### config.mk
export PLATFORM = sky130hd
export DESIGN_NAME = fifo_with_move_to_front_core
export DESIGN_NICKNAME = d
export VERILOG_FILES = /design/src/design/fwmtf_pkg.sv /design/src/design/fifo_with_move_to_front_core.sv /design/src/design/fwmtf_ram.sv /design/src/design/fwmtf_ctrl.sv
export SDC_FILE = /design/constraint.sdc
export NUM_CORES = 1
export LEC_CHECK = 0
export BUFFER_PORTS_ARGS = -buffer_cell sky130_fd_sc_hd__buf_4
export CORE_ASPECT_RATIO = 0.7
export CORE_UTILIZATION = 45
export CTS_BUF_LIST = sky130_fd_sc_hd__clkbuf_8
export CTS_CLUSTER_SIZE = 12
export DETAILED_ROUTE_END_ITERATION = 16
export GPL_TIMING_DRIVEN = 0
export PLACE_DENSITY_LB_ADDON = 0.15
export RECOVER_POWER = 25
export SETUP_SLACK_MARGIN = 0.4
export SLEW_MARGIN = 5
export SYNTH_ARGS = -nofsm -noshare
export SYNTH_HDL_FRONTEND = slang
export SYNTH_HIERARCHICAL = 1
export SYNTH_SLANG_ARGS = --single-unit
export TNS_END_PERCENT = 10
### constraint.sdc
create_clock -name clk -period 4.88 [get_ports clk]
set_input_delay 0.488 -clock clk [delete_from_list [all_inputs] [get_ports clk]]
set_output_delay 0.488 -clock clk [all_outputs]
set_load 0.05 [all_outputs]
### src/design/fwmtf_pkg.sv
`default_nettype none
// ----------------------------------------------------------------------------
// fwmtf_pkg
// Shared types and codes for the FIFO with move-to-front request.
// ----------------------------------------------------------------------------
package fwmtf_pkg;

	localparam int DEPTH_DEF = 16;

	localparam int DATA_W = 32;
	localparam int ACT_W  = 2;
	localparam int POS_W  = 5;
	localparam int STS_W  = 2;
	localparam int OCC_W  = 5;

	// request actions
	localparam logic [ACT_W-1:0] ACT_ENQ  = 2'd0;
	localparam logic [ACT_W-1:0] ACT_DEQ  = 2'd1;
	localparam logic [ACT_W-1:0] ACT_MOVE = 2'd2;

	// result status codes
	localparam logic [STS_W-1:0] STS_OK    = 2'd0;
	localparam logic [STS_W-1:0] STS_EMPTY = 2'd1;
	localparam logic [STS_W-1:0] STS_FULL  = 2'd2;
	localparam logic [STS_W-1:0] STS_RANGE = 2'd3;

	typedef struct packed {
		logic [ACT_W-1:0]         action;
		logic signed [DATA_W-1:0] value;
		logic [POS_W-1:0]         position;
	} req_t;

	typedef struct packed {
		logic signed [DATA_W-1:0] head_value;
		logic [STS_W-1:0]         status;
		logic [OCC_W-1:0]         occupancy;
	} rsp_t;

endpackage
`default_nettype wire

### src/design/fifo_with_move_to_front_core.sv
`default_nettype none
// ----------------------------------------------------------------------------
// fifo_with_move_to_front_core
// Bounded FIFO of signed words with enqueue, dequeue and move-to-front.
// ----------------------------------------------------------------------------
// One request is taken at a time and answered by exactly one result word.
// Enqueue, and every request that is flagged or changes nothing, goes
// from acceptance straight to its result; dequeue first reads the head
// entry; a move of the entry at position p (p of 2 or more) saves it,
// shifts the entries ahead of it back one per cycle through the entry
// store, which has one read port and one write port, then writes it at
// the head. A finished result sits in an output register, so the next
// request is accepted while it waits; a second result stalls only until
// the first is taken. The entry store needs no clearing after reset.
// ----------------------------------------------------------------------------
module fifo_with_move_to_front_core
	import fwmtf_pkg::*;
#(
	parameter int DEPTH = DEPTH_DEF
) (
	input  wire logic clk,
	input  wire logic arst_n,
	input  wire logic req_valid,
	output logic      req_ready,
	input  wire req_t req,
	output logic      rsp_valid,
	input  wire logic rsp_ready,
	output rsp_t      rsp
);

	localparam int AW = $clog2(DEPTH);
	localparam int CW = $clog2(DEPTH + 1);

	logic              mem_we, mem_re;
	logic [AW-1:0]     mem_waddr, mem_raddr;
	logic [DATA_W-1:0] mem_wdata, mem_rdata;
	logic              ctl_valid, ctl_take;
	rsp_t              ctl_rsp;
	logic              out_valid_q;
	rsp_t              out_q;

	fwmtf_ctrl #(
		.DEPTH (DEPTH),
		.AW    (AW),
		.CW    (CW)
	) u_ctrl (
		.clk       (clk),
		.arst_n    (arst_n),
		.req_valid (req_valid),
		.req_ready (req_ready),
		.req       (req),
		.rsp_valid (ctl_valid),
		.rsp_take  (ctl_take),
		.rsp       (ctl_rsp),
		.mem_we    (mem_we),
		.mem_waddr (mem_waddr),
		.mem_wdata (mem_wdata),
		.mem_re    (mem_re),
		.mem_raddr (mem_raddr),
		.mem_rdata (mem_rdata)
	);

	fwmtf_ram #(
		.DEPTH (DEPTH),
		.AW    (AW)
	) u_ram (
		.clk   (clk),
		.we    (mem_we),
		.waddr (mem_waddr),
		.wdata (mem_wdata),
		.re    (mem_re),
		.raddr (mem_raddr),
		.rdata (mem_rdata)
	);

	// load the output register when it is empty or being drained
	assign ctl_take = ctl_valid && (!out_valid_q || rsp_ready);

	always_ff @(posedge clk or negedge arst_n) begin
		if (!arst_n) begin
			out_valid_q <= 1'b0;
		end else if (ctl_take) begin
			out_valid_q <= 1'b1;
		end else if (rsp_ready) begin
			out_valid_q <= 1'b0;
		end
	end

	always_ff @(posedge clk) begin
		if (ctl_take) begin
			out_q <= ctl_rsp;
		end
	end

	assign rsp_valid = out_valid_q;
	assign rsp       = out_q;

endmodule
`default_nettype wire

### src/design/fwmtf_ram.sv
`default_nettype none
// ----------------------------------------------------------------------------
// fwmtf_ram
// Entry store: one write port, one read port with registered read data.
// ----------------------------------------------------------------------------
module fwmtf_ram
	import fwmtf_pkg::*;
#(
	parameter int DEPTH = DEPTH_DEF,
	parameter int AW    = $clog2(DEPTH)
) (
	input  wire logic              clk,
	input  wire logic              we,
	input  wire logic [AW-1:0]     waddr,
	input  wire logic [DATA_W-1:0] wdata,
	input  wire logic              re,
	input  wire logic [AW-1:0]     raddr,
	output logic      [DATA_W-1:0] rdata
);

	logic [DATA_W-1:0] mem [DEPTH];
	logic [DATA_W-1:0] rdata_q;

	// write word
	always_ff @(posedge clk) begin
		if (we) begin
			mem[waddr] <= wdata;
		end
	end

	// read word, registered
	always_ff @(posedge clk) begin
		if (re) begin
			rdata_q <= mem[raddr];
		end
	end

	assign rdata = rdata_q;

endmodule
`default_nettype wire

### src/design/fwmtf_ctrl.sv
`default_nettype none
// ----------------------------------------------------------------------------
// fwmtf_ctrl
// Request sequencer: keeps head pointer and count over a circular entry
// store and steps enqueue, dequeue and move-to-front through
// wrap-around address adders, one memory access pair per cycle.
// ----------------------------------------------------------------------------
module fwmtf_ctrl
	import fwmtf_pkg::*;
#(
	parameter int DEPTH = DEPTH_DEF,
	parameter int AW    = $clog2(DEPTH),
	parameter int CW    = $clog2(DEPTH + 1)
) (
	input  wire logic              clk,
	input  wire logic              arst_n,
	// request side
	input  wire logic              req_valid,
	output logic                   req_ready,
	input  wire req_t              req,
	// result side
	output logic                   rsp_valid,
	input  wire logic              rsp_take,
	output rsp_t                   rsp,
	// entry store
	output logic                   mem_we,
	output logic      [AW-1:0]     mem_waddr,
	output logic      [DATA_W-1:0] mem_wdata,
	output logic                   mem_re,
	output logic      [AW-1:0]     mem_raddr,
	input  wire logic [DATA_W-1:0] mem_rdata
);

	localparam int CMPW = (CW > POS_W) ? CW : POS_W;

	localparam logic [2:0] S_IDLE    = 3'd0;
	localparam logic [2:0] S_DEQ     = 3'd1;
	localparam logic [2:0] S_MVSAVE  = 3'd2;
	localparam logic [2:0] S_MVSHIFT = 3'd3;
	localparam logic [2:0] S_MVHEAD  = 3'd4;
	localparam logic [2:0] S_DONE    = 3'd5;

	logic [2:0]        state_q, state_d;
	logic [AW-1:0]     head_q, head_d;
	logic [CW-1:0]     count_q, count_d;
	logic [AW-1:0]     k_q, k_d;
	logic [DATA_W-1:0] moved_q, moved_d;
	logic [DATA_W-1:0] hv_q, hv_d;
	logic [STS_W-1:0]  sts_q, sts_d;

	logic              fire;
	logic [AW-1:0]     rd_off, wr_off;
	logic [CMPW-1:0]   pos_ext, cnt_ext;
	logic              full, empty;

	// Offset from base, wrapped around the store depth.
	function automatic logic [AW-1:0] wrap_add(input logic [AW-1:0] base,
			input logic [AW-1:0] off);
		logic [AW:0] sum;
		sum = {1'b0, base} + {1'b0, off};
		if (sum >= (AW+1)'(DEPTH)) begin
			sum = sum - (AW+1)'(DEPTH);
		end
		return sum[AW-1:0];
	endfunction

	assign fire      = req_valid && req_ready;
	assign req_ready = (state_q == S_IDLE);
	assign pos_ext   = CMPW'(req.position);
	assign cnt_ext   = CMPW'(count_q);
	assign full      = (count_q == CW'(DEPTH));
	assign empty     = (count_q == '0);

	// address units: read and write offsets from the head
	assign mem_raddr = wrap_add(head_q, rd_off);
	assign mem_waddr = wrap_add(head_q, wr_off);

	// sequence the request
	always_comb begin
		state_d   = state_q;
		head_d    = head_q;
		count_d   = count_q;
		k_d       = k_q;
		moved_d   = moved_q;
		hv_d      = hv_q;
		sts_d     = sts_q;
		mem_we    = 1'b0;
		mem_re    = 1'b0;
		mem_wdata = mem_rdata;
		rd_off    = '0;
		wr_off    = '0;
		case (state_q)
			S_IDLE: begin
				if (fire) begin
					hv_d    = '0;
					sts_d   = STS_OK;
					state_d = S_DONE;
					case (req.action)
						ACT_ENQ: begin
							if (full) begin
								sts_d = STS_FULL;
							end else begin
								mem_we    = 1'b1;
								wr_off    = AW'(count_q);
								mem_wdata = req.value;
								count_d   = count_q + CW'(1);
							end
						end
						ACT_DEQ: begin
							if (empty) begin
								sts_d = STS_EMPTY;
							end else begin
								mem_re  = 1'b1;
								state_d = S_DEQ;
							end
						end
						ACT_MOVE: begin
							if (pos_ext == '0 || pos_ext > cnt_ext) begin
								sts_d = STS_RANGE;
							end else if (pos_ext != CMPW'(1)) begin
								// fetch the entry that goes to the front
								mem_re  = 1'b1;
								rd_off  = AW'(pos_ext - CMPW'(1));
								k_d     = AW'(pos_ext - CMPW'(1));
								state_d = S_MVSAVE;
							end
						end
						default: begin
							sts_d = STS_OK;
						end
					endcase
				end
			end
			S_DEQ: begin
				hv_d    = mem_rdata;
				head_d  = wrap_add(head_q, AW'(1));
				count_d = count_q - CW'(1);
				state_d = S_DONE;
			end
			S_MVSAVE: begin
				moved_d = mem_rdata;
				mem_re  = 1'b1;
				rd_off  = k_q - AW'(1);
				state_d = S_MVSHIFT;
			end
			S_MVSHIFT: begin
				// push one entry back toward the tail, fetch the next one
				mem_we    = 1'b1;
				wr_off    = k_q;
				mem_wdata = mem_rdata;
				k_d       = k_q - AW'(1);
				if (k_q == AW'(1)) begin
					state_d = S_MVHEAD;
				end else begin
					mem_re = 1'b1;
					rd_off = k_q - AW'(2);
				end
			end
			S_MVHEAD: begin
				mem_we    = 1'b1;
				wr_off    = '0;
				mem_wdata = moved_q;
				state_d   = S_DONE;
			end
			S_DONE: begin
				if (rsp_take) begin
					state_d = S_IDLE;
				end
			end
			default: begin
				state_d = S_IDLE;
			end
		endcase
	end

	// control state
	always_ff @(posedge clk or negedge arst_n) begin
		if (!arst_n) begin
			state_q <= S_IDLE;
			head_q  <= '0;
			count_q <= '0;
		end else begin
			state_q <= state_d;
			head_q  <= head_d;
			count_q <= count_d;
		end
	end

	// working registers
	always_ff @(posedge clk) begin
		k_q     <= k_d;
		moved_q <= moved_d;
		hv_q    <= hv_d;
		sts_q   <= sts_d;
	end

	assign rsp_valid      = (state_q == S_DONE);
	assign rsp.head_value = hv_q;
	assign rsp.status     = sts_q;
	assign rsp.occupancy  = OCC_W'(count_q);

	// count stays within the store
	a_count_bound: assert property (@(posedge clk) disable iff (!arst_n)
		count_q <= CW'(DEPTH))
		else $error("count exceeds depth");

	// accepted enqueue into a non-full queue grows the count by one
	a_enq_count: assert property (@(posedge clk) disable iff (!arst_n)
		(fire && req.action == ACT_ENQ && !full) |=> count_q == $past(count_q) + CW'(1))
		else $error("enqueue did not advance count");

	// move sequence never changes count or head
	a_move_stable: assert property (@(posedge clk) disable iff (!arst_n)
		(state_q == S_MVSAVE || state_q == S_MVSHIFT || state_q == S_MVHEAD)
		|=> $stable(count_q) && $stable(head_q))
		else $error("move altered count or head");

	// store is written only by an enqueue or a move step
	a_write_src: assert property (@(posedge clk) disable iff (!arst_n)
		mem_we |-> (fire && req.action == ACT_ENQ) || state_q == S_MVSHIFT
		|| state_q == S_MVHEAD)
		else $error("unexpected store write");

endmodule
`default_nettype wire

==> After elaboration in Yosys (flattened, before gate mapping) <==
Memory sizes are Yosys's and may differ from the RTL's. A register that Yosys moved wholly into a read port is not among the register bits.
Cells that the tools add are included.
{ "totals": {"inputBits": 43, "n_memories": 1, "ramBits": 512, "output_inout_bits": 41, "reg_bits": 122, "wordCells": 119} }
{ "classes": {"n_eq_ne": 18, "n_addsub": 11, "mux": 55, "n_lt_le_gt_ge": 4, "reduce_logical": 19} }
{ "mem_list": {"columns": ["memory", "depth", "width", "read_ports", "rd_ports_with_merged_regs", "wr", "line", "text"], "rows": [
  ["u_ram.mem", 16, 32, 1, 1, 1, "fwmtf_ram.sv:21", "logic [DATA_W-1:0] mem [DEPTH];"]
]} }
{ "op_table": {"columns": ["op", "count"], "rows": [
  ["two-way mux 32 bit", 4],
  ["one-hot mux 32 bit (2 select lines)", 2],
  ["two-way mux 4 bit", 15],
  ["subtractor 4 x 1 -> 4 bit, second input constant", 5],
  ["two-way mux 3 bit", 6],
  ["one-hot mux 4 bit (2 select lines)", 2],
  [">= comparator 5 bit, second input constant", 3],
  ["two-way mux 5 bit", 3],
  ["one-hot mux 3 bit (5 select lines)", 1],
  ["two-way mux 1 bit", 13],
  ["inequality test 2 bit, second input constant", 6],
  ["one-hot mux 4 bit (3 select lines)", 1],
  ["adder 4 x 4 -> 5 bit", 2],
  ["logical NOT 5 bit", 2],
  ["one-hot mux 5 bit (2 select lines)", 1],
  ["equality test 3 x 2 -> 1 bit, second input constant", 2],
  ["equality test 3 bit, second input constant", 2],
  ["one-hot mux 2 bit (3 select lines)", 1],
  ["one-hot mux 3 bit (2 select lines)", 1],
  ["nonzero test 2 bit", 3],
  ["adder 4 x 1 -> 5 bit, second input constant", 1],
  ["adder 5 x 1 -> 5 bit, second input constant", 1],
  ["equality test 5 bit, second input constant", 1],
  ["greater-than comparator 5 bit", 1],
  ["21 further kinds", 28]
]} }

==> Longest topological paths before layout <==
{ "depth": {"ltp_word": 9, "depth_mapped": 17, "mapped_depth_nobuf": 15} }

==> Modules after synthesis <==
The synthesis kept the hierarchy.
{ "by_module_without_submodules": {"columns": ["mod", "instances", "seq_area_each_um2", "area_each_um2", "cells_per_inst"], "rows": [
  ["fwmtf_ram", 1, 16335.7, 20155.6, 838],
  ["fwmtf_ctrl", 1, 2402.3, 4573.1, 384],
  ["fifo_with_move_to_front_core", 1, 1196.1, 1214.9, 43]
]} }

==> Worst setup path before layout <==
OpenSTA, ideal clock, no wires.
{ "synth_path": {"path_type": "input-to-reg", "startpoint": "in req[37] in the netlist's numbering", "endpoint": "mem u_ram.mem[0][0] (enable)", "t_arrival_ns": 4.841, "t_required_ns": 4.419, "stages": 13, "setup_slack_ns": -0.422, "path_buffers": 0, "setup_ns": 0.461, "cell_sequence": "inv_1 -> ha_1 -> nand2_1 -> nor2_1 -> a22oi_1 -> inv_1 -> ha_1 -> a21o_1 -> a21oi_1 -> xnor2_1 -> xnor2_1 -> or3b_2 -> nor3_1"} }
{ "synth_via": {"elab_chain_len": 7, "elab_cells_between_ends": 13, "cone_classes": "2 x add/sub; 1 x order compare; 9 x mux; 1 x reduce/logical"} }
{ "synth_rtl": {"columns": ["item", "line", "text"], "rows": [
  ["start: declaration", "fifo_with_move_to_front_core.sv:25", "input wire req_t req,"],
  ["logical NOT 2 bit *", "fwmtf_ctrl.sv:98", "case (req.action)"],
  ["two-way mux 4 bit *", "fwmtf_ctrl.sv:98", null],
  ["two-way mux 4 bit *", "fwmtf_ctrl.sv:94", "if (fire) begin"],
  ["one-hot mux 4 bit (2 select lines) *", "fwmtf_ctrl.sv:92", "case (state_q)"],
  ["adder 4 x 4 -> 5 bit *", "fwmtf_ctrl.sv:60", "sum = {1'b0, base} + {1'b0, off};"],
  ["subtractor 4 x 1 -> 4 bit or >= comparator 5 bit (tied branches)", "fwmtf_ctrl.sv:62, fwmtf_ctrl.sv:61", null],
  ["two-way mux 4 bit *", "fwmtf_ctrl.sv:61", "if (sum >= (AW+1)'(DEPTH)) begin"],
  ["named net mem_waddr[3]", "fifo_with_move_to_front_core.sv:35", "logic [AW-1:0] mem_waddr, mem_raddr;"],
  ["end: declaration", "fwmtf_ram.sv:21", null]
]} }
Mark *: on every way through the listed nets, which the timed path passes. The rest lies on a longest branch.

==> Worst setup path in the final report <==
{ "layout_path": {"startpoint": "reg u_ctrl.count_q[4], in the netlist u_ctrl/cnt_ext[4]", "endpoint": "reg u_ram.rdata_q[25], in the netlist u_ram/rdata[25], read port of u_ram.mem (data pin)"} }
{ "layout_via": {"elab_chain_len": 9, "elab_cells_between_ends": 16, "cone_classes": "2 x add/sub; 2 x order compare; 10 x mux; 2 x reduce/logical"} }
{ "layout_rtl": {"columns": ["item", "line", "text"], "rows": [
  ["start: declaration", "fwmtf_ctrl.sv:45", "logic [CW-1:0] count_q, count_d;"],
  ["start signal: assignment", "fwmtf_ctrl.sv:185", "count_q <= count_d;"],
  ["greater-than comparator 5 bit *", "fwmtf_ctrl.sv:118", "if (pos_ext == '0 || pos_ext > cnt_ext) begin"],
  ["logical OR 1 bit *", "fwmtf_ctrl.sv:118", null],
  ["two-way mux 4 bit *", "fwmtf_ctrl.sv:118", null],
  ["two-way mux 4 bit *", "fwmtf_ctrl.sv:98", null],
  ["two-way mux 4 bit *", "fwmtf_ctrl.sv:94", null],
  ["one-hot mux 4 bit (3 select lines) *", "fwmtf_ctrl.sv:92", null],
  ["adder 4 x 4 -> 5 bit *", "fwmtf_ctrl.sv:60", null],
  ["subtractor 4 x 1 -> 4 bit or >= comparator 5 bit (tied branches)", "fwmtf_ctrl.sv:62, fwmtf_ctrl.sv:61", null],
  ["two-way mux 4 bit *", "fwmtf_ctrl.sv:61", null],
  ["named net mem_raddr[1]", "fifo_with_move_to_front_core.sv:35", null],
  ["end: declaration", "fwmtf_ram.sv:22", "logic [DATA_W-1:0] rdata_q;"]
]} }
Marks and branches as above.
A chain may end at the register's enable or synchronous reset.

==> impl_metrics.toml <==
[worst_setup_path]
worst_ep_arrival_time_ns = 4.88
cp_max_fo = 10
endpoint_kind = "flip-flop"
crit_slowest_cell = "fa_1"
cp.required_ns = 5.32
critPathLaunchType = "flip-flop"
slowest_delay_ns = 0.54
crit_family = "adder cells"
r2r_start = "u_ctrl/cnt_ext[4]$_DFFE_PN0P_"
crit_path_cell_trace = "inv_1, ha_1, nand2_1, mux2i_1, o21ai_2, nand3_1, o221ai_1, ha_1, fa_1, buf_2, buf_2, mux4_2, a22oi_1, nand2_1"
cp_num_buf_inv = 3
startpoint = "u_ctrl/cnt_ext[4]$_DFFE_PN0P_"
crit_type = "reg -> reg"
reg2reg_slack_ns = 0.44

[timing]
skew_ns = 0.0320
setup_viol = 0
layout_setup_ws_ns = 0.437
tightest_slew_ns = 2.48
slew_violations = 85
rsz0062_at_grt = "yes"
max-slew-margin-rel_pct = -65.4
period_share_pct = 91.0
hold_viol = 0
timing.fmax_mhz = 225
layout_min_cycle_time_ns = 4.44
fin_setup_tns_ns = 0

[global_routing]
grt_max_degree = 34
antenna_found_initial = 0
grtUsageTotal_pct = 22.1
grt_pass1_wl_um = 91000
grt_pass1_vias = 13200
overflow = 0

[drt]
drt_iter0_drc = 1439
wl_per_cell_um = 27.1
drt_wl_total_um = 62900
vias = 13300
dr.pass1.iters = 6
drc = 0
routed_via_density = 5.72
postRouteAntennaNets = 0

[power_and_ir_drop]
ir_drop_v = 0.000250
leakage_nw = 10.0
pwr_density_cell_mw_per_mm2 = 619

[synthesis]
syn_area_mm2 = 0.0259
yosysMostFrequentCell = "edfxtp_1"
syn_inst = 1265
async_flop_share_pct = 1.95
ys_ff_latch = 666
syn_area_per_cell_um2 = 20.5
yosys_warnings = 6
yosysSeqAreaShare_pct = 76.8
synthTopCellsByArea = "edfxtp_1 76%, mux4_2 11%, a22oi_1 1.9%"
synth.distinct_cells = 59
synth_top_cell_area_share_pct = 75.6
synth_top_cell_by_area = "edfxtp_1"
syn_nets = 1337
synth_common_cells = "653 x edfxtp_1, 128 x mux4_2, 67 x a22oi_1, 55 x nand2_1, 54 x inv_1"
synth_edf_count = 653
synth_ff_type = "edfxtp_1"

[clock_tree]
cts_setup_buffers = 0
clock_latency_ns = 0.70
cts_max_path_buffers = 3
cts_tree = "yes"
cts.clk_slew.worst_paths_ns = 0.07
root_buffer = "clkbuf_8"
cts-htree-levels = 3
numCtsBuffers = 102
cts_sinks = 666

[cells_and_area]
multi_input_area_mm2 = 0.00557
fin_nets = 1562
fillers = 4568
seq_area_mm2 = 0.0199
drive_above_1_share_pct = 26.7
area.growth.synth_to_final_pct = 15.4

[floorplan]
design.die.area_mm2 = 0.0586
fp.dieW_um = 289
row_count = 73
start_util_pct = 45.6
die_y_um = 203
ios = 84
core_mm2 = 0.0569

[run_status]
status = "finished, violations left"
violations = "capacitance limit, slew limit"

[hold_path]
worstHoldStart = "rsp_ready"
min_path_type = "in -> reg"

[placed_design]
pre_cts_ws_ns = -0.145
gp_congestion = 0.800
dp_hpwl_um = 39800
io_buffers = 83

[run]
maxCapViolations = 5
worst reg2reg max path, cell delays in order, from the launching register on:
cell,delay (ns)
dfrtp_1,0.51
inv_1,0.22
ha_1,0.33
nand2_1,0.08
mux2i_1,0.26
o21ai_2,0.12
nand3_1,0.21
o221ai_1,0.15
ha_1,0.24
fa_1,0.54
buf_2,0.31
buf_2,0.42
mux4_2,0.39
a22oi_1,0.33
nand2_1,0.10
kinds of logic (layout without fill, tap and decap cells):
logic type,count (synthesis),in the layout,share of synthesized area (%)
adders and majority gates,29,29,1.49
other,0,1,0
muxes,130,130,11.2
and+or+nand+nor,158,158,3.27
buffers and inverters,116,418,2.12
xor gates and xnor gates,17,17,0.574
DFF,666,666,76.8
AOI/OAI and AO/OA,149,149,4.52
metal layers:
| metal | global-route usage [%] | routed length [um] | vias to the layer above | part of all wire (%) |
|---|---|---|---|---|
| li1 | - | - | 5668 | - |
| met1 | 34.5 | 29100 | 7055 | 46 |
| met2 | 31.8 | 28000 | 466 | 44 |
| met5 | 0 | 0 | - | 0 |
| met3 | 4.60 | 4820 | 80 | 7.7 |
| met4 | 4.79 | 954 | 0 | 1.5 |
cells in the final DEF, fill, tap and decap left out, types with 15 or more instances in the layout:
cell and n:
a222oi_1 32, clkbuf_8 103, buf_4 60, nand2_1 55, buf_6 16, inv_1 86, a21oi_1 15, clkbuf_1 50
and2_1 15, ha_1 26, edfxtp_1 653, mux4_2 128, buf_2 20, clkinv_1 24, and2_0 21, a22oi_1 67
metrics by stage:
step	cell area [um2]	total power [W]	hold WS, ns	instances	utilization (%)
after global placement	27500	0.0143	0.353	2098	48.3
final	29900	0.0185	0.0802	2318	52.6
after floorplan	25900	0.0122	0.192	1265	-
after CTS	30100	0.0189	0.0275	2317	53.0
after global routing	29900	0.0194	0.0570	2317	52.6
after detailed placement	28200	0.0145	0.360	2135	49.5
report_power, final:
part	internal (W)	leakage [nW]	switching (W)
combinational	0.00209	2.88	0.00405
sequential	0.00781	6.10	0.000239
clock	0.00218	1.06	0.00213
total	0.0121	10.0	0.00643
final cells by class:
type                       instances  area share, %
clock buffer                     103           4.74
sequential                       666           66.6
buffer                            60           1.28
inverter                          56          0.702
multi-input combinational        483           18.6
clock inverter                    78           1.52
tap                              750           3.14
timing repair buffer             121           3.39
antenna                            1        0.00836
registers in the layout, summed over array words and instances (netlist names):
register        cells
rsp                39
rsp_valid           1
u_ctrl/cnt_ext      5
u_ctrl/head_q       4
u_ctrl/hv_q        32
u_ctrl/k_q          4
u_ctrl/moved_q     32
u_ctrl/state_q      3
u_ctrl/sts_q        2
u_ram/mem         512
u_ram/rdata        32
repair_timing:
| item | CTS | global route |
|---|---|---|
| hold buffers | 1 | 0 |
| gates resized for setup | 38 | 21 |
| setup endpoints to repair | 32 | 59 |
| hold endpoints to repair | 13 | 0 |
final timing paths:
check | end | cells past startpoint
setup / recovery | u_ram/rdata[25]$_DFFE_PP_ | 14
hold / removal | rsp_valid$_DFFE_PN0P_ | 3
setup reg to reg | u_ram/rdata[25]$_DFFE_PP_ | 14
hold reg to reg | rsp[37]$_DFFE_PP_ | 0
max in group asynchronous | u_ctrl/head_q[1]$_DFFE_PN0P_ | 2
min in group asynchronous | u_ctrl/state_q[0]$_DFFE_PN0P_ | 2
No activity file was read; power rests on OpenSTA's default activity.
